File: src/hw/rtl/lcr_pkg.sv
// ----------------------------------------------------------------------------
// lcr_pkg
// Shared types and constants for the load-cell serial reader.
// ----------------------------------------------------------------------------
package lcr_pkg;

  localparam int LCR_DATA_BITS   = 24;
  localparam int LCR_MAX_SAMPLES = 255;
  localparam int LCR_AVG_W       = 24;
  localparam int LCR_CFG_W       = 8;
  localparam int LCR_IDX_W       = 1;

  localparam logic [LCR_AVG_W-1:0] LCR_OFFSET = 24'h800000;

  typedef enum logic [LCR_IDX_W-1:0] {
    REG_EXTRA_PULSES = 1'b0,
    REG_SAMPLE_COUNT = 1'b1
  } lcr_reg_t;

  // per-tick control handed from front to back
  typedef struct packed {
    logic clk_level;
    logic avg_valid;
  } lcr_ctl_t;

endpackage

File: src/hw/rtl/lcr_front.sv
// ----------------------------------------------------------------------------
// lcr_front
// Tick sequencer: drives the serial clock, shifts in data bits, accumulates
// readings and pushes one request per tick into the queue.
// ----------------------------------------------------------------------------
module lcr_front import lcr_pkg::*; #(
  parameter int DATA_BITS   = LCR_DATA_BITS,
  parameter int MAX_SAMPLES = LCR_MAX_SAMPLES,
  parameter int RW          = (DATA_BITS > LCR_AVG_W) ? DATA_BITS : LCR_AVG_W,
  parameter int CW          = $clog2(MAX_SAMPLES + 1),
  parameter int SW          = RW + CW
) (
  input  logic                 clk,
  input  logic                 rst_n,
  input  logic                 cfg_we,
  input  logic [LCR_IDX_W-1:0] cfg_index,
  input  logic [LCR_CFG_W-1:0] cfg_wdata,
  input  logic                 in_valid,
  output logic                 in_ready,
  input  logic                 in_data_pin,
  input  logic                 q_full,
  output logic                 q_push,
  output lcr_ctl_t             q_ctl,
  output logic [SW-1:0]        q_sum,
  output logic [CW-1:0]        q_cnt
);

  localparam int BW = $clog2(DATA_BITS + 1);

  typedef enum logic [2:0] {
    PH_WAIT, PH_DATA_HI, PH_DATA_LO, PH_EXTRA_HI, PH_EXTRA_LO
  } phase_t;

  phase_t               phase_r, phase_nxt;
  logic [BW-1:0]        bit_r, bit_nxt;
  logic [1:0]           pulse_r, pulse_nxt;
  logic [DATA_BITS-1:0] shift_r, shift_nxt;
  logic [CW-1:0]        done_r, done_nxt;
  logic [SW-1:0]        sum_r, sum_nxt;
  logic [1:0]           extra_r;
  logic [LCR_CFG_W-1:0] count_r;

  logic [1:0]    need;
  logic [CW-1:0] eff;
  logic [RW-1:0] reading;
  logic [SW-1:0] sum_add;
  logic [CW-1:0] done_inc;

  assign in_ready = ~q_full;
  assign q_push   = in_valid & in_ready;

  assign need     = (extra_r == 2'd0) ? 2'd1 : extra_r;
  assign eff      = (count_r == '0) ? CW'(1) :
                    (count_r > LCR_CFG_W'(MAX_SAMPLES)) ? CW'(MAX_SAMPLES) :
                    count_r[CW-1:0];
  assign reading  = RW'(shift_r) ^ RW'(LCR_OFFSET);
  assign sum_add  = sum_r + SW'(reading);
  assign done_inc = done_r + CW'(1);

  always_comb begin
    phase_nxt       = phase_r;
    bit_nxt         = bit_r;
    pulse_nxt       = pulse_r;
    shift_nxt       = shift_r;
    done_nxt        = done_r;
    sum_nxt         = sum_r;
    q_ctl.clk_level = 1'b0;
    q_ctl.avg_valid = 1'b0;
    q_sum           = sum_add;
    q_cnt           = done_inc;
    unique case (phase_r)
      PH_WAIT: begin
        if (!in_data_pin) begin
          phase_nxt = PH_DATA_HI;
          bit_nxt   = '0;
          shift_nxt = '0;
        end
      end
      PH_DATA_HI: begin
        q_ctl.clk_level = 1'b1;
        phase_nxt       = PH_DATA_LO;
      end
      PH_DATA_LO: begin
        shift_nxt = {shift_r[DATA_BITS-2:0], in_data_pin};
        bit_nxt   = bit_r + BW'(1);
        if (bit_nxt >= BW'(DATA_BITS)) begin
          phase_nxt = PH_EXTRA_HI;
          pulse_nxt = '0;
        end else begin
          phase_nxt = PH_DATA_HI;
        end
      end
      PH_EXTRA_HI: begin
        q_ctl.clk_level = 1'b1;
        phase_nxt       = PH_EXTRA_LO;
      end
      PH_EXTRA_LO: begin
        pulse_nxt = pulse_r + 2'd1;
        if (pulse_nxt >= need) begin
          sum_nxt  = sum_add;
          done_nxt = done_inc;
          if (done_inc >= eff) begin
            q_ctl.avg_valid = 1'b1;
            sum_nxt         = '0;
            done_nxt        = '0;
          end
          pulse_nxt = '0;
          bit_nxt   = '0;
          phase_nxt = PH_WAIT;
        end else begin
          phase_nxt = PH_EXTRA_HI;
        end
      end
      default: phase_nxt = PH_WAIT;
    endcase
  end

  always_ff @(posedge clk) begin
    if (!rst_n) begin
      phase_r <= PH_WAIT;
      bit_r   <= '0;
      pulse_r <= '0;
      shift_r <= '0;
      done_r  <= '0;
      sum_r   <= '0;
      extra_r <= 2'd1;
      count_r <= LCR_CFG_W'(1);
    end else begin
      if (q_push) begin
        phase_r <= phase_nxt;
        bit_r   <= bit_nxt;
        pulse_r <= pulse_nxt;
        shift_r <= shift_nxt;
        done_r  <= done_nxt;
        sum_r   <= sum_nxt;
      end
      if (cfg_we) begin
        unique case (lcr_reg_t'(cfg_index))
          REG_EXTRA_PULSES: extra_r <= cfg_wdata[1:0];
          REG_SAMPLE_COUNT: count_r <= cfg_wdata;
        endcase
      end
    end
  end

endmodule

File: src/hw/rtl/lcr_queue.sv
// ----------------------------------------------------------------------------
// lcr_queue
// Two-entry request queue between the tick sequencer and the divider.
// ----------------------------------------------------------------------------
module lcr_queue import lcr_pkg::*; #(
  parameter int SW = LCR_AVG_W + 8,
  parameter int CW = 8
) (
  input  logic          clk,
  input  logic          rst_n,
  input  logic          push,
  input  lcr_ctl_t      push_ctl,
  input  logic [SW-1:0] push_sum,
  input  logic [CW-1:0] push_cnt,
  output logic          full,
  output logic          head_valid,
  input  logic          pop,
  output lcr_ctl_t      head_ctl,
  output logic [SW-1:0] head_sum,
  output logic [CW-1:0] head_cnt
);

  lcr_ctl_t      ctl_mem_r [2];
  logic [SW-1:0] sum_mem_r [2];
  logic [CW-1:0] cnt_mem_r [2];
  logic          wr_ptr_r, rd_ptr_r;
  logic [1:0]    fill_r;

  assign full       = (fill_r == 2'd2);
  assign head_valid = (fill_r != 2'd0);
  assign head_ctl   = ctl_mem_r[rd_ptr_r];
  assign head_sum   = sum_mem_r[rd_ptr_r];
  assign head_cnt   = cnt_mem_r[rd_ptr_r];

  always_ff @(posedge clk) begin
    if (push) begin
      ctl_mem_r[wr_ptr_r] <= push_ctl;
      sum_mem_r[wr_ptr_r] <= push_sum;
      cnt_mem_r[wr_ptr_r] <= push_cnt;
    end
  end

  always_ff @(posedge clk) begin
    if (!rst_n) begin
      wr_ptr_r <= 1'b0;
      rd_ptr_r <= 1'b0;
      fill_r   <= 2'd0;
    end else begin
      if (push) wr_ptr_r <= ~wr_ptr_r;
      if (pop)  rd_ptr_r <= ~rd_ptr_r;
      case ({push, pop})
        2'b10:   fill_r <= fill_r + 2'd1;
        2'b01:   fill_r <= fill_r - 2'd1;
        default: fill_r <= fill_r;
      endcase
    end
  end

endmodule

File: src/hw/rtl/lcr_back.sv
// ----------------------------------------------------------------------------
// lcr_back
// Takes requests from the queue, runs a bit-serial restoring divide for
// average ticks and holds each result in the output register.
// ----------------------------------------------------------------------------
module lcr_back import lcr_pkg::*; #(
  parameter int SW = LCR_AVG_W + 8,
  parameter int CW = 8
) (
  input  logic                 clk,
  input  logic                 rst_n,
  input  logic                 head_valid,
  output logic                 pop,
  input  lcr_ctl_t             head_ctl,
  input  logic [SW-1:0]        head_sum,
  input  logic [CW-1:0]        head_cnt,
  output logic                 out_valid,
  input  logic                 out_ready,
  output logic                 out_clock_level,
  output logic                 out_average_valid,
  output logic [LCR_AVG_W-1:0] out_average_value
);

  localparam int IW = (SW > 1) ? $clog2(SW) : 1;

  typedef enum logic [1:0] {B_IDLE, B_DIV, B_HOLD} bstate_t;

  bstate_t              state_r;
  logic [SW-1:0]        quo_r;
  logic [CW-1:0]        rem_r;
  logic [CW-1:0]        den_r;
  logic [IW-1:0]        iter_r;
  logic                 out_valid_r;
  logic                 out_clk_r;
  logic                 out_avg_valid_r;
  logic [LCR_AVG_W-1:0] out_value_r;

  logic          out_free;
  logic [CW:0]   trial;
  logic          take;
  logic          load_tick;
  logic          load_avg;

  assign out_free = ~out_valid_r | out_ready;
  assign pop      = (state_r == B_IDLE) & head_valid & (head_ctl.avg_valid | out_free);
  assign trial    = {rem_r, quo_r[SW-1]};
  assign take     = (trial >= {1'b0, den_r});

  assign load_tick = pop & ~head_ctl.avg_valid;
  assign load_avg  = (state_r == B_HOLD) & out_free;

  assign out_valid         = out_valid_r;
  assign out_clock_level   = out_clk_r;
  assign out_average_valid = out_avg_valid_r;
  assign out_average_value = out_value_r;

  always_ff @(posedge clk) begin
    if (!rst_n) begin
      state_r         <= B_IDLE;
      out_valid_r     <= 1'b0;
      iter_r          <= '0;
      out_clk_r       <= 1'b0;
      out_avg_valid_r <= 1'b0;
      out_value_r     <= '0;
    end else begin
      if (load_tick || load_avg) out_valid_r <= 1'b1;
      else if (out_valid_r && out_ready) out_valid_r <= 1'b0;
      unique case (state_r)
        B_IDLE: begin
          if (pop) begin
            if (head_ctl.avg_valid) begin
              quo_r   <= head_sum;
              rem_r   <= '0;
              den_r   <= head_cnt;
              iter_r  <= '0;
              state_r <= B_DIV;
            end else begin
              out_clk_r       <= head_ctl.clk_level;
              out_avg_valid_r <= 1'b0;
              out_value_r     <= '0;
            end
          end
        end
        B_DIV: begin
          rem_r  <= take ? CW'(trial - {1'b0, den_r}) : trial[CW-1:0];
          quo_r  <= {quo_r[SW-2:0], take};
          iter_r <= iter_r + IW'(1);
          if (iter_r == IW'(SW - 1)) state_r <= B_HOLD;
        end
        B_HOLD: begin
          if (out_free) begin
            out_clk_r       <= 1'b0;
            out_avg_valid_r <= 1'b1;
            out_value_r     <= quo_r[LCR_AVG_W-1:0];
            state_r         <= B_IDLE;
          end
        end
        default: state_r <= B_IDLE;
      endcase
    end
  end

endmodule

File: src/hw/rtl/load_cell_adc_serial_reader_core.sv
// A plain tick is written into the queue, then popped into the output register.
// An averaging tick also runs through the one-bit-per-cycle restoring divider.
// Throughput: one tick per cycle between averages, unless out_ready stalls the
// output; the two-entry queue absorbs ticks while the divider runs. Reset
// (sync, active low) clears the sequencer, sum, queue and output;
// extra_pulses and sample_count reset to 1.
// ----------------------------------------------------------------------------
// load_cell_adc_serial_reader_core
// Serial readout of a two-wire load-cell converter with sample averaging.
// ----------------------------------------------------------------------------
module load_cell_adc_serial_reader_core import lcr_pkg::*; #(
  parameter int DATA_BITS   = LCR_DATA_BITS,
  parameter int MAX_SAMPLES = LCR_MAX_SAMPLES
) (
  input  logic                 clk,
  input  logic                 rst_n,
  input  logic                 cfg_we,
  input  logic [LCR_IDX_W-1:0] cfg_index,
  input  logic [LCR_CFG_W-1:0] cfg_wdata,
  input  logic                 in_valid,
  output logic                 in_ready,
  input  logic                 in_data_pin,
  output logic                 out_valid,
  input  logic                 out_ready,
  output logic                 out_clock_level,
  output logic                 out_average_valid,
  output logic [LCR_AVG_W-1:0] out_average_value
);

  localparam int RW = (DATA_BITS > LCR_AVG_W) ? DATA_BITS : LCR_AVG_W;
  localparam int CW = $clog2(MAX_SAMPLES + 1);
  localparam int SW = RW + CW;

  logic          q_full, q_push, q_valid, q_pop;
  lcr_ctl_t      q_ctl, h_ctl;
  logic [SW-1:0] q_sum, h_sum;
  logic [CW-1:0] q_cnt, h_cnt;

  lcr_front #(
    .DATA_BITS(DATA_BITS), .MAX_SAMPLES(MAX_SAMPLES), .RW(RW), .CW(CW), .SW(SW)
  ) u_front (
    .clk(clk), .rst_n(rst_n),
    .cfg_we(cfg_we), .cfg_index(cfg_index), .cfg_wdata(cfg_wdata),
    .in_valid(in_valid), .in_ready(in_ready), .in_data_pin(in_data_pin),
    .q_full(q_full), .q_push(q_push), .q_ctl(q_ctl), .q_sum(q_sum), .q_cnt(q_cnt)
  );

  lcr_queue #(.SW(SW), .CW(CW)) u_queue (
    .clk(clk), .rst_n(rst_n),
    .push(q_push), .push_ctl(q_ctl), .push_sum(q_sum), .push_cnt(q_cnt),
    .full(q_full), .head_valid(q_valid), .pop(q_pop),
    .head_ctl(h_ctl), .head_sum(h_sum), .head_cnt(h_cnt)
  );

  lcr_back #(.SW(SW), .CW(CW)) u_back (
    .clk(clk), .rst_n(rst_n),
    .head_valid(q_valid), .pop(q_pop),
    .head_ctl(h_ctl), .head_sum(h_sum), .head_cnt(h_cnt),
    .out_valid(out_valid), .out_ready(out_ready),
    .out_clock_level(out_clock_level),
    .out_average_valid(out_average_valid),
    .out_average_value(out_average_value)
  );

endmodule

File: config.mk
export PLATFORM = sky130hd
export DESIGN_NAME = load_cell_adc_serial_reader_core
export DESIGN_NICKNAME = d
export VERILOG_FILES = /design/src/hw/rtl/lcr_pkg.sv /design/src/hw/rtl/lcr_front.sv /design/src/hw/rtl/lcr_queue.sv /design/src/hw/rtl/lcr_back.sv /design/src/hw/rtl/load_cell_adc_serial_reader_core.sv
export SDC_FILE = /design/constraint.sdc
export NUM_CORES = 1
export LEC_CHECK = 0
export ABC_AREA = 0
export BUFFER_PORTS_ARGS = -buffer_cell sky130_fd_sc_hd__buf_4
export CAP_MARGIN = 25
export CORE_MARGIN = 4
export CORE_UTILIZATION = 56
export DETAILED_ROUTE_END_ITERATION = 7
export PLACE_DENSITY = 0.83
export SETUP_SLACK_MARGIN = 0.05
export SLEW_MARGIN = 15
export SYNTH_ARGS = -nofsm -noshare
export SYNTH_HDL_FRONTEND = slang
export SYNTH_SLANG_ARGS = --single-unit
File: constraint.sdc
create_clock -name clk -period 3.45 [get_ports clk]
set_input_delay 0.1725 -clock clk [delete_from_list [all_inputs] [get_ports clk]]
set_output_delay 0.1725 -clock clk [all_outputs]
set_load 0.05 [all_outputs]
# After elaboration in Yosys (flattened, before gate mapping)

Memory sizes are Yosys's and may differ from the RTL's. A register that Yosys moved wholly into a read port is not among the register bits.
Cells that the tools add are included.

Add/subtract/negate cells: 8
$lt $le $gt $ge: 5
Eq/ne operators: 18
Mux-type cells: 57
Bitwise logic cells: 14
Reduce and logical (&&, ||, !) cells: 27

Operators with widths:

| cell                                                                    | number |
|---|---|
| 24-bit 2-to-1 mux                                                       | 4 |
| 32-bit 2-to-1 mux                                                       | 3 |
| 24-bit case mux with 2 select lines                                     | 2 |
| 32-bit case mux with 2 select lines                                     | 1 |
| 8-bit 2-to-1 mux                                                        | 6 |
| 32-bit by 24-bit adder with 32-bit output                               | 1 |
| 5-bit 2-to-1 mux                                                        | 4 |
| 4-bit AND reduction                                                     | 5 |
| 1-bit 2-to-1 mux                                                        | 18 |
| 2-bit 2-to-1 mux                                                        | 9 |
| 8-bit case mux with 2 select lines                                      | 1 |
| 3-bit case mux with 5 select lines                                      | 1 |
| 5-bit case mux with 3 select lines                                      | 1 |
| 2-bit nonzero test                                                      | 7 |
| 2-bit by 1-bit inequality test with 1-bit output, second input constant | 6 |
| 3-bit AND reduction                                                     | 4 |
| 5-bit by 1-bit adder with 5-bit output, second input constant           | 2 |
| 5-bit case mux with 2 select lines                                      | 1 |
| 9-bit by 8-bit greater-or-equal comparator with 1-bit output            | 1 |
| 8-bit by 1-bit adder with 8-bit output, second input constant           | 1 |
| 8-bit greater-or-equal comparator                                       | 1 |
| 8-bit greater-than comparator, second input constant                    | 1 |
| 8-bit logical NOT                                                       | 1 |
| 2-bit case mux with 2 select lines                                      | 2 |
| other kinds (25)                                                        | 46 |

Register bits: 162
RAM bits: 84
Output and inout port bits: 28
Word-level logic and storage cells: 151
Memories: 3

Memories:

| name              | depth | width | read ports | clocked after memory_dff | wr ports | line            | RTL |
|---|---|---|---|---|---|---|---|
| u_queue.sum_mem_r | 2     | 32    | 1          | 1                        | 1        | lcr_queue.sv:24 | `logic [SW-1:0] sum_mem_r [2];` |
| u_queue.cnt_mem_r | 2     | 8     | 1          | 1                        | 1        | lcr_queue.sv:25 | `logic [CW-1:0] cnt_mem_r [2];` |
| u_queue.ctl_mem_r | 2     | 2     | 1          | 1                        | 1        | lcr_queue.sv:23 | `lcr_ctl_t ctl_mem_r [2];` |

# Logic depth before layout (Yosys ltp)

Gate-level depths: netlist (run 1).

Word-level depth: 7
Depth in mapped cells: 13

# Cells and area by module

Synthesis (run 1) repeated with hierarchy kept, for this count alone.

Cell total of the unflattened synthesis: 1154
Area total of the unflattened synthesis: 12220.5 um^2

Modules (own cells, without submodules):

| module    | times used | cells each | area each (um^2) | sequential area each (um^2) |
|---|---|---|---|---|
| lcr_front | 1          | 634        | 5263.8           | 1681.6 |
| lcr_back  | 1          | 367        | 3717.3           | 2122.0 |
| lcr_queue | 1          | 153        | 3239.4           | 2622.5 |

# Worst setup path after synthesis (run 1)

Ideal clock, no wire load.

Path kind: reg-to-reg
Start: reg u_queue.fill_r[0]
End: mem u_queue.cnt_mem_r[0][0], enable pin
Data arrival time: 2.813 ns
Data required time: 3.008 ns
Setup slack: 0.195 ns
Cell stages (with the launch flop): 6
Path buffers: 1
Clock period less this slack: 3.255 ns
Cells stage by stage: dfxtp_1 > nand2b_2 > and2_4 > buf_6 > inv_4 > nor2_1

Word-level cells in the longest chain between the ends: 5

Ends and longest elaborated chain:

| item                                   | line                                   | RTL |
|---|---|---|
| start: declaration                     | lcr_queue.sv:27                        | `logic [1:0] fill_r;` |
| start signal: assignment               | lcr_queue.sv:52                        | `2'b10: fill_r <= fill_r + 2'd1;` |
| start signal: assignment               | lcr_queue.sv:53                        | `2'b01: fill_r <= fill_r - 2'd1;` |
| start signal: assignment               | lcr_queue.sv:54                        | `default: fill_r <= fill_r;` |
| 2-bit equality test                    | lcr_queue.sv:29                        | `assign full = (fill_r == 2'd2);` |
| 1-bit NOT                              | lcr_front.sv:49                        | `assign in_ready = ~q_full;` |
| via in_ready                           | load_cell_adc_serial_reader_core.sv:21 | `output logic in_ready,` |
| 1-bit AND                              | lcr_front.sv:50                        | `assign q_push = in_valid & in_ready;` |
| 1-bit 2-to-1 mux                       | lcr_queue.sv:36                        | `if (push) begin` |
| 1-bit 2-to-1 mux (not written as such) | lcr_queue.sv:39                        | `cnt_mem_r[wr_ptr_r] <= push_cnt;` |
| end: declaration                       | lcr_queue.sv:25                        |  |

The timed path passes the listed nets, and every way through them passes these cells.

# Worst setup path in the final report (run 1)

Start: reg u_front.done_r[0]
End: reg u_front.sum_r[26]

Word-level cells in the longest chain between the ends: 3

Ends and longest elaborated chain:

| item                                   | line                                   | RTL |
|---|---|---|
| start: declaration                     | lcr_front.sv:38                        | `logic [CW-1:0] done_r, done_nxt;` |
| start signal: assignment               | lcr_front.sv:134                       | `done_r <= done_nxt;` |
| 8-bit by 1-bit adder with 8-bit output | lcr_front.sv:58                        | `assign done_inc = done_r + CW'(1);` |
| via q_cnt[5]                           | load_cell_adc_serial_reader_core.sv:37 | `logic [CW-1:0] q_cnt, h_cnt;` |
| 8-bit greater-or-equal comparator      | lcr_front.sv:102                       | `if (done_inc >= eff) begin` |
| 32-bit 2-to-1 mux                      | lcr_front.sv:102                       |  |
| end signal: assignment                 | lcr_front.sv:135                       | `sum_r <= sum_nxt;` |
| end: declaration                       | lcr_front.sv:39                        | `logic [SW-1:0] sum_r, sum_nxt;` |

The timed path passes the listed nets, and every way through them passes these cells.
A chain may end at the register's enable or synchronous reset.

==> impl_metrics.json, run 1 <==
{
  "period_share_pct": 88.4,
  "start_util_pct": 57.3,
  "syn_to_final_growth_pct": 13.2,
  "drv_cap": 0,
  "grt_pass1_vias": 8039,
  "end_kind": "flip-flop",
  "synth_warnings": 0,
  "maxSlewViolCount": 0,
  "start_kind": "flip-flop",
  "synthAdderAreaFrac_pct": 5.51,
  "drtIter0Drc": 561,
  "setup_viol": 0,
  "netlist_top_cells_count": "edfxtp_1, dfxtp_1, nand2_1, nor2_1, a21oi_1",
  "avgRoutedWirePerCell_um": 17.0,
  "overflow": 0,
  "cts_tree": "yes",
  "cp_max_fo": 8,
  "synth.ff_latch_count": 255,
  "hold_path_class": "primary input to flip-flop",
  "worstSetupPathType": "flip-flop to flip-flop",
  "yosys.area.top_type": "edfxtp_1",
  "fp.dieW_um": 152,
  "min_period_ps": 3050,
  "die-area_mm2": 0.0231,
  "synth_top_family_by_area": "compound AO/OA/AOI/OAI gates",
  "drc": 0,
  "die_y_um": 152,
  "synth.yosys.seq_area_share_pct": 55.3,
  "synth_mux_area_share_pct": 4.06,
  "postSynthCellCount": 1082,
  "synth_compound_area_share_pct": 15.3,
  "antenna_found_initial": 0,
  "antennaDiodeCount": 0,
  "tightest_slew_ps": 982,
  "tns_ps": 0,
  "grt_pass1_wl_um": 40000,
  "yosysTopAreaCellShare_pct": 34.1,
  "clock_skew_ps": 21.5,
  "synthArstFlopShare_pct": 0,
  "max_slew_margin_pct": 34.5,
  "clockRootBuffer": "clkbuf_16",
  "critPathRequiredTime_ps": 3860,
  "drive_above_1_share_pct": 10.6,
  "first_pass_iters": 5,
  "status": "completed",
  "io_pins": 43,
  "crit_end": "u_front.sum_r[26]",
  "synthSimpleGateAreaFrac_pct": 13.3,
  "synth_area_leaders": "edfxtp_1, dfxtp_1, ha_1",
  "fillers": 1517,
  "fmax_mhz": 328,
  "p_per_area_mw_per_mm2": 570,
  "crit_arrival_ps": 3460,
  "cp-startpoint": "u_front.done_r[0]",
  "vias": 8323,
  "core_mm2": 0.0203,
  "avgSynthCellArea_um2": 10.7,
  "rows": 52,
  "cts_buffers": 25,
  "worstRegToRegCells": 11,
  "synth-xor-area-share_pct": 3.62,
  "synth_most_common_cell": "edfxtp_1",
  "r2r_end": "u_front.sum_r[26]",
  "clk_pin_slew_ps": 60,
  "htreeDepth": 1,
  "clk_latency_ps": 520,
  "hold_viol": 0,
  "grt_max_degree": 72,
  "io_buffers": 42,
  "hpwl_um": 16300,
  "clockBufferDepth": 3,
  "grt.total_usage_pct": 20.3,
  "place_congestion": 0.920,
  "r2r_slack_ps": 400,
  "design_area_mm2": 0.0132,
  "vias_per_cell": 5.85,
  "post-cts-setup-buffer-count": 0,
  "fin_nets": 1199,
  "synth-main-ff-cell": "edfxtp_1",
  "clkSinkCount": 255,
  "synth_area_mm2": 0.0116,
  "reg2reg_from": "u_front.done_r[0]",
  "p_leak_nw": 4.89,
  "peakVddDrop_mv": 0.327,
  "totalWireLength_um": 24100,
  "ant_nets": 0,
  "yosysUniqueCellTypes": 65,
  "syn_nets": 1147,
  "rsz0062_at_grt": "false",
  "synth_edf_count": 132,
  "post_dp_cell_area_mm2": 0.0122
}
==> critical path, stage by stage, from the launching register on <==
cell and delay [ps]:
dfxtp_1 410, and3_1 250, and3_1 260, xor2_1 260, ha_1 290, a21oi_1 180, nor2_1 60, a211o_1 280
a211oi_4 450, nand3b_1 120, or3_1 320, o311ai_1 70
==> metal layers <==
layer,routed length (um),track usage (%),vias up
li1,-,-,4074
met1,10900,28.3,4000
met2,11600,33.8,214
met3,1160,3.30,35
met4,410,4.45,0
met5,0,0,-
==> power breakdown <==
part / switching (mW) / internal, mW / leakage (nW)
Clock: 1.09 / 1.43 / 0.361
Combinational: 0.784 / 0.441 / 2.30
Sequential: 0.138 / 3.61 / 2.23
Total: 2.02 / 5.48 / 4.89
==> registers in the layout (all words and copies together), names as in the netlist, named ones only <==
register,count
u_back.den_r,8
u_back.iter_r,5
u_back.out_average_valid,1
u_back.out_average_value,24
u_back.out_clock_level,1
u_back.out_valid,1
u_back.quo_r,32
u_back.rem_r,8
u_back.state_r,2
u_front.bit_r,5
u_front.count_r,8
u_front.done_r,8
u_front.extra_r,2
u_front.phase_r,3
u_front.pulse_r,2
u_front.shift_r,24
u_front.sum_r,32
u_queue.cnt_mem_r,16
u_queue.ctl_mem_r,4
u_queue.fill_r,2
u_queue.rd_ptr_r,1
u_queue.sum_mem_r,64
u_queue.wr_ptr_r,1
==> through the flow <==
step	util, %	hold WS [ps]	power (mW)	cells	setup WS (ps)
final	64.8	96.4	7.50	1423	401
after global routing	64.8	119	7.85	1423	96.2
after CTS	64.8	82.3	7.55	1423	292
after detailed placement	60.2	429	5.00	1359	312
after global placement	60.2	424	4.94	1359	475
after floorplan	-	316	4.69	1082	195
==> timing repair <==
action	in CTS	in global routing
setup endpoints to repair	0	2
endpoints found under the hold margin	12	0
hold buffers	18	0
gates resized for setup	0	1
==> layout by cell type (no fill, tap or decap), types with 3 or more instances in the layout <==
cell type,synthesis,routed
a211o_1,3,3
a211oi_1,5,5
a21boi_0,10,10
a21boi_1,3,3
a21o_1,13,13
a21oi_1,65,65
a22o_1,10,10
a22oi_1,58,58
a31oi_1,5,5
and2_1,3,3
and3_1,8,7
buf_4,0,59
clkbuf_1,37,7
clkbuf_16,0,25
clkinv_1,0,7
dfxtp_1,123,122
dlygate4sd3_1,0,18
edfxtp_1,132,132
ha_1,48,48
inv_1,29,29
mux2_2,9,9
mux2i_1,37,37
nand2_1,99,99
nand2b_1,10,10
nand3_1,38,38
nand3b_1,6,6
nand4_1,12,12
nor2_1,94,92
nor2b_1,24,23
nor3_1,10,10
o211ai_1,8,8
o21a_1,6,6
o21ai_0,59,59
o21bai_1,3,3
o31ai_1,6,6
or2_2,5,5
or3_1,8,8
xnor2_1,24,23
xor2_1,24,24
==> cell type report <==
type / instances / area, um2 / area share (%)
sequential: 255 / 6430 / 48.8
multi-input combinational: 744 / 4890 / 37.2
clock buffer: 33 / 666 / 5.06
timing repair buffer: 77 / 623 / 4.73
tap: 270 / 338 / 2.57
inverter: 31 / 119 / 0.903
clock inverter: 13 / 93.8 / 0.713
==> how the worst min path moves through the flow <==
stage            startpoint            endpoint  slack, ps  cells after the start
2_1_floorplan  cfg_wdata[1]  u_front.extra_r[1]        320                      2
3_3_place_gp   cfg_wdata[1]  u_front.extra_r[1]        420                      3
3_5_place_dp   cfg_wdata[1]  u_front.extra_r[1]        430                      3
4_1_cts              cfg_we  u_front.extra_r[0]         80                      3
5_1_grt              cfg_we  u_front.extra_r[0]        120                      3
6_report             cfg_we  u_front.extra_r[0]        100                      3
==> logic make-up after synthesis <==
| logic type | Yosys count |
|---|---|
| compound gates | 272 |
| xor+xnor | 48 |
| fa+ha+maj | 50 |
| mux | 46 |
| flops | 255 |
| buf+inv | 83 |
| simple gates | 328 |
Note: power is estimated with default switching activity, not from simulation.
==> run 2, diff against run 1 <==
--- a/config.mk
+++ b/config.mk
@@ -9,11 +9,14 @@
 export BUFFER_PORTS_ARGS = -buffer_cell sky130_fd_sc_hd__buf_4
 export CAP_MARGIN = 25
 export CORE_MARGIN = 4
-export CORE_UTILIZATION = 56
+export CORE_UTILIZATION = 58
+export CTS_BUF_LIST = sky130_fd_sc_hd__clkbuf_8
+export CTS_CLUSTER_SIZE = 16
 export DETAILED_ROUTE_END_ITERATION = 7
-export PLACE_DENSITY = 0.83
+export PLACE_DENSITY = 0.85
 export SETUP_SLACK_MARGIN = 0.05
 export SLEW_MARGIN = 15
 export SYNTH_ARGS = -nofsm -noshare
 export SYNTH_HDL_FRONTEND = slang
+export SYNTH_HIERARCHICAL = 1
 export SYNTH_SLANG_ARGS = --single-unit
==> impl_metrics.json, run 2 <==
{
  "status": "completed",
  "clk_latency_ps": 550,
  "mostFrequentLayoutCells": "nand2_1, edfxtp_1, dfxtp_1",
  "grt_pass1_vias": 8668,
  "yosysUniqueCellTypes": 66,
  "synthArstFlopShare_pct": 0,
  "top_register": "u_queue/sum_mem_r",
  "io_pins": 43,
  "synth.ff_latch_count": 255,
  "p_leak_nw": 5.38,
  "setup_ws_ps": 362,
  "clock_skew_ps": 25.9,
  "fillers": 1458,
  "period_share_pct": 89.5,
  "synth_warnings": 6,
  "hold_viol": 0,
  "fin_nets": 1281,
  "maxSlewViolCount": 0,
  "worstSetupPathType": "flip-flop to flip-flop",
  "first_pass_iters": 6,
  "avgRoutedWirePerCell_um": 16.9,
  "synth_area_mm2": 0.0122,
  "peakVddDrop_mv": 0.275,
  "tightest_slew_ps": 947,
  "clockBufferDepth": 3,
  "ant_nets": 0,
  "rsz0062_at_grt": "false",
  "yosysTopAreaCellShare_pct": 32.4,
  "synth_area_leaders": "edfxtp_1, dfxtp_1, nand2_1",
  "critPathRequiredTime_ps": 3910,
  "grt_max_degree": 61,
  "drive_above_1_share_pct": 14.3,
  "post-place-ws_ps": 360,
  "path_buf_inv": 0,
  "fp.dieW_um": 153,
  "crit_slowest_cell": "dfxtp_1",
  "io_buffers": 42,
  "rows": 52,
  "syn_nets": 1219,
  "start_util_pct": 59.6,
  "synth.yosys.seq_area_share_pct": 52.6,
  "clk_pin_slew_ps": 60,
  "overflow": 0,
  "cp_common_cell": "ha_1",
  "min_period_ps": 3090,
  "fin_cells": 1519,
  "clkSinkCount": 255,
  "synth_edf_count": 132,
  "syn_to_final_growth_pct": 11.9,
  "cp-startpoint": "u_front/done_r[0]",
  "yosys.area.top_type": "edfxtp_1",
  "drv_cap": 0,
  "cts_buffers": 41,
  "largest_register_ffs": 64,
  "post-cts-setup-buffer-count": 0,
  "netlist_top_cells_count": "nand2_1, edfxtp_1, dfxtp_1, nor2b_1, a22oi_1",
  "hold_path_class": "primary input to flip-flop",
  "final_common_cell": "nand2_1",
  "drtIter0Drc": 697,
  "hp-start": "in_valid",
  "r2r_slack_ps": 360,
  "p_per_area_mw_per_mm2": 547,
  "avgSynthCellArea_um2": 10.6,
  "dp_cells": 1424,
  "core_mm2": 0.0205,
  "postSynthCellCount": 1154,
  "vias": 8914,
  "die_y_um": 153,
  "grt_pass1_wl_um": 42300,
  "end_kind": "flip-flop",
  "setup_viol": 0,
  "start_kind": "flip-flop",
  "vias_per_cell": 5.87,
  "hpwl_um": 17000,
  "max_slew_margin_pct": 36.9,
  "tns_ps": 0,
  "cp_slowest_stage_delay_ps": 430,
  "top_regs": "u_queue/sum_mem_r (64), u_back/quo_r (32), u_front/sum_r (32)",
  "antenna_found_initial": 0,
  "clockRootBuffer": "clkbuf_8",
  "cp_max_fo": 8,
  "power_mw": 7.47,
  "htreeDepth": 2,
  "grt.total_usage_pct": 21.3,
  "cts_tree": "yes",
  "crit_chain": "ha_1 -> nand3_1 -> nor2_1 -> xor2_1 -> ha_1 -> a21o_1 -> a21oi_1 -> o21a_1 -> nand2_1 -> or3_1 -> a21boi_1",
  "synth_most_common_cell": "nand2_1",
  "drc": 0,
  "fmax_mhz": 324,
  "die-area_mm2": 0.0235,
  "totalWireLength_um": 25600,
  "reg2reg_from": "u_front/done_r[0]",
  "antennaDiodeCount": 0,
  "crit_arrival_ps": 3550,
  "place_congestion": 0.945,
  "crit_family": "simple AND/OR/NAND/NOR gates",
  "synth-main-ff-cell": "edfxtp_1",
  "hold_slack_ps": 84.9
}
run 2: cell types whose count changed after synthesis, sizes merged, moves of 14 or more:
cell    previous run  this run
o21ai             59        43
nor2              94        33
mux2               9        43
nand2            100       166
mux2i             37         3
and2               4        18
a21oi             65        51
a21boi            13        30
nor2b             24        68
run 2: cell families (layout without fill, tap and decap cells):
family	after synthesis	in the layout	synth area share, %
xor gates and xnor gates	45	45	3.23
buffers and inverters	90	185	3.15
adders and majority gates	50	50	5.24
AOI/OAI and AO/OA	259	259	15.0
and+or+nand+nor	409	409	16.6
muxes	46	46	4.21
DFF	255	255	52.6
run 2: routing by layer:
layer  GRT usage [%]  part of all wire (%)  vias up
li1                -                     -     4294
met1            28.7                    44     4269
met2            35.3                    48      290
met3            3.45                   5.8       61
met4            7.30                   2.4        0
met5               0                     0        -
run 2: cell type report:
cell class	count	area (um2)	share of cell area, %
Clock buffer	43	592	4.33
Clock inverter	33	145	1.06
Multi-Input combinational cell	809	5430	39.7
Tap cell	270	338	2.47
Sequential cell	255	6430	47.0
Timing Repair Buffer	77	626	4.58
Inverter	32	120	0.878
run 2: worst min-delay path, delay by kind of cell:
kind,cells,cell delay [ps]
AND/OR/NAND/NOR,2,220
AO/OA/AOI/OAI,1,80
buffers and inverters,1,70
run 2: path summary, 6_finish.rpt:
| kind | cells after the start | end |
|---|---|---|
| setup / recovery | 11 | u_front/sum_r[30] |
| hold / removal | 4 | u_front/phase_r[2] |
| setup reg to reg | 11 | u_front/sum_r[30] |
| hold reg to reg | 2 | u_front/sum_r[9] |
run 2: what timing repair did:
action,CTS,global route
hold buffers,19,0
endpoints found under the hold margin,11,0
gates resized for setup,0,1
setup endpoints to repair,0,1
run 2: stage by stage:
step                util [%]  instance area (um2)
finish                  66.7                13700
detailed placement      62.2                12700
floorplan                  -                12200
global placement        62.2                12700
global route            66.7                13700
CTS                     66.7                13700
run 2: power breakdown:
group | internal, mW | total, mW | switching, mW
Combinational | 0.541 | 1.45 | 0.911
Clock | 1.17 | 2.31 | 1.15
Sequential | 3.58 | 3.71 | 0.129
Total | 5.28 | 7.47 | 2.19
==> run 3, diff against run 2 <==
--- a/config.mk
+++ b/config.mk
@@ -14,6 +14,7 @@
 export CTS_CLUSTER_SIZE = 16
 export DETAILED_ROUTE_END_ITERATION = 7
 export PLACE_DENSITY = 0.85
+export RECOVER_POWER = 25
 export SETUP_SLACK_MARGIN = 0.05
 export SLEW_MARGIN = 15
 export SYNTH_ARGS = -nofsm -noshare
==> impl_metrics.json, run 3 (synthesis results as in run 2) <==
{
  "grt_pass1_wl_um": 42300,
  "overflow": 0,
  "antenna_found_initial": 0,
  "fin_nets": 1281,
  "r2r_slack_ps": 310,
  "peakVddDrop_mv": 0.277,
  "post-cts-setup-buffer-count": 0,
  "grt_pass1_vias": 8668,
  "antennaDiodeCount": 0,
  "tns_ps": 0,
  "totalWireLength_um": 25700,
  "vias_per_cell": 5.85,
  "cp_max_fo": 8,
  "status": "finished, violations left",
  "rows": 52,
  "p_per_area_mw_per_mm2": 552,
  "drive_above_1_share_pct": 11.7,
  "vias": 8887,
  "p_leak_nw": 5.25,
  "min_period_ps": 3140,
  "htreeDepth": 2,
  "fmax_mhz": 318,
  "clockRootBuffer": "clkbuf_8",
  "place_congestion": 0.945,
  "violations": "capacitance limit, slew limit",
  "cts_buffers": 41,
  "grt.total_usage_pct": 21.3,
  "io_pins": 43,
  "largest_register_ffs": 64,
  "die-area_mm2": 0.0235,
  "maxSlewViolCount": 103,
  "hold_path_class": "primary input to flip-flop",
  "dp_cells": 1424,
  "period_share_pct": 91.1,
  "top_regs": "u_queue/sum_mem_r (64), u_back/quo_r (32), u_front/sum_r (32)",
  "max_slew_margin_pct": -61.1,
  "core_mm2": 0.0205,
  "die_y_um": 153,
  "first_pass_iters": 5,
  "utilization_pct": 66.1,
  "worstSetupPathType": "flip-flop to flip-flop",
  "clockBufferDepth": 3,
  "hold_viol": 0,
  "setup_viol": 0,
  "avgRoutedWirePerCell_um": 16.9,
  "top_register": "u_queue/sum_mem_r",
  "end_kind": "flip-flop",
  "fillers": 1508,
  "tightest_slew_ps": 2420,
  "start_kind": "flip-flop",
  "drv_cap": 2,
  "ant_nets": 0,
  "drtIter0Drc": 697,
  "hpwl_um": 17000,
  "cts_tree": "yes",
  "clkSinkCount": 255,
  "clock_skew_ps": 26.8,
  "post-place-ws_ps": 360,
  "start_util_pct": 59.6,
  "crit_arrival_ps": 3610,
  "drc": 0,
  "fp.dieW_um": 153,
  "clk_latency_ps": 550,
  "syn_to_final_growth_pct": 10.9,
  "rsz0062_at_grt": "false",
  "io_buffers": 42,
  "final_common_cell": "nand2_1",
  "grt_max_degree": 61,
  "clk_pin_slew_ps": 60,
  "mostFrequentLayoutCells": "nand2_1, edfxtp_1, dfxtp_1",
  "fin_cells": 1519,
  "setup_ws_ps": 308,
  "critPathRequiredTime_ps": 3920
}
-- run 3: cell count changes in the layout (fill, tap and decap cells not counted), sizes merged --
cell and change:
buf -31, clkbuf +31
-- run 3: stage by stage --
stage               power [mW]  area, um2  hold WS, ps
detailed placement        5.18      12700          404
finish                    7.48      13600         88.6
CTS                       7.53      13700         60.9
global route              7.85      13600          101
global placement          5.11      12700          400
floorplan                 4.85      12200          290
-- run 3: metal layers --
metal	track usage (%)	share of wire, %	vias to the layer above	routed length (um)
met2	35.3	48	271	12300
met4	7.30	2.4	0	607
met3	3.45	5.3	58	1370
met1	28.7	44	4266	11400
li1	-	-	4292	-
met5	0	0	-	0
-- run 3: where the power goes --
| group | leakage, nW | switching (mW) | internal (mW) | total, mW |
|---|---|---|---|---|
| Sequential | 2.24 | 0.129 | 3.58 | 3.71 |
| Combinational | 2.58 | 0.914 | 0.540 | 1.45 |
| Clock | 0.432 | 1.16 | 1.17 | 2.32 |
| Total | 5.25 | 2.20 | 5.28 | 7.48 |
-- run 3: layout make-up --
| class | count | area (um2) | share of cell area, % |
|---|---|---|---|
| sequential | 255 | 6430 | 47.4 |
| clock inverter | 33 | 145 | 1.07 |
| clock buffer | 43 | 592 | 4.37 |
| multi-input combinational | 809 | 5430 | 40.0 |
| timing repair buffer | 77 | 509 | 3.76 |
| inverter | 32 | 120 | 0.886 |
| tap | 270 | 338 | 2.49 |
-- run 3: critical path, stage by stage, from the launching register on --
cell	delay (ps)
dfxtp_1	430
ha_1	270
nand3_1	190
nor2_1	180
xor2_1	320
ha_1	310
a21o_1	160
a21oi_1	180
o21a_1	310
nand3_1	180
o31a_1	420
mux2i_1	120
-- run 3: worst paths after layout --
check,cells after the start,startpoint,end
hold / removal,4,in_valid,u_front/phase_r[2]
setup reg to reg,11,u_front/done_r[0],u_front/sum_r[27]
hold reg to reg,2,u_front/sum_r[9],u_front/sum_r[9]
setup / recovery,11,u_front/done_r[0],u_front/sum_r[27]
-- run 3: repair_timing --
item                       4_1_cts  5_1_grt
setup endpoints to repair        0        1
hold endpoints to repair        11        0
resized for setup                0        1
hold buffers                    19        0
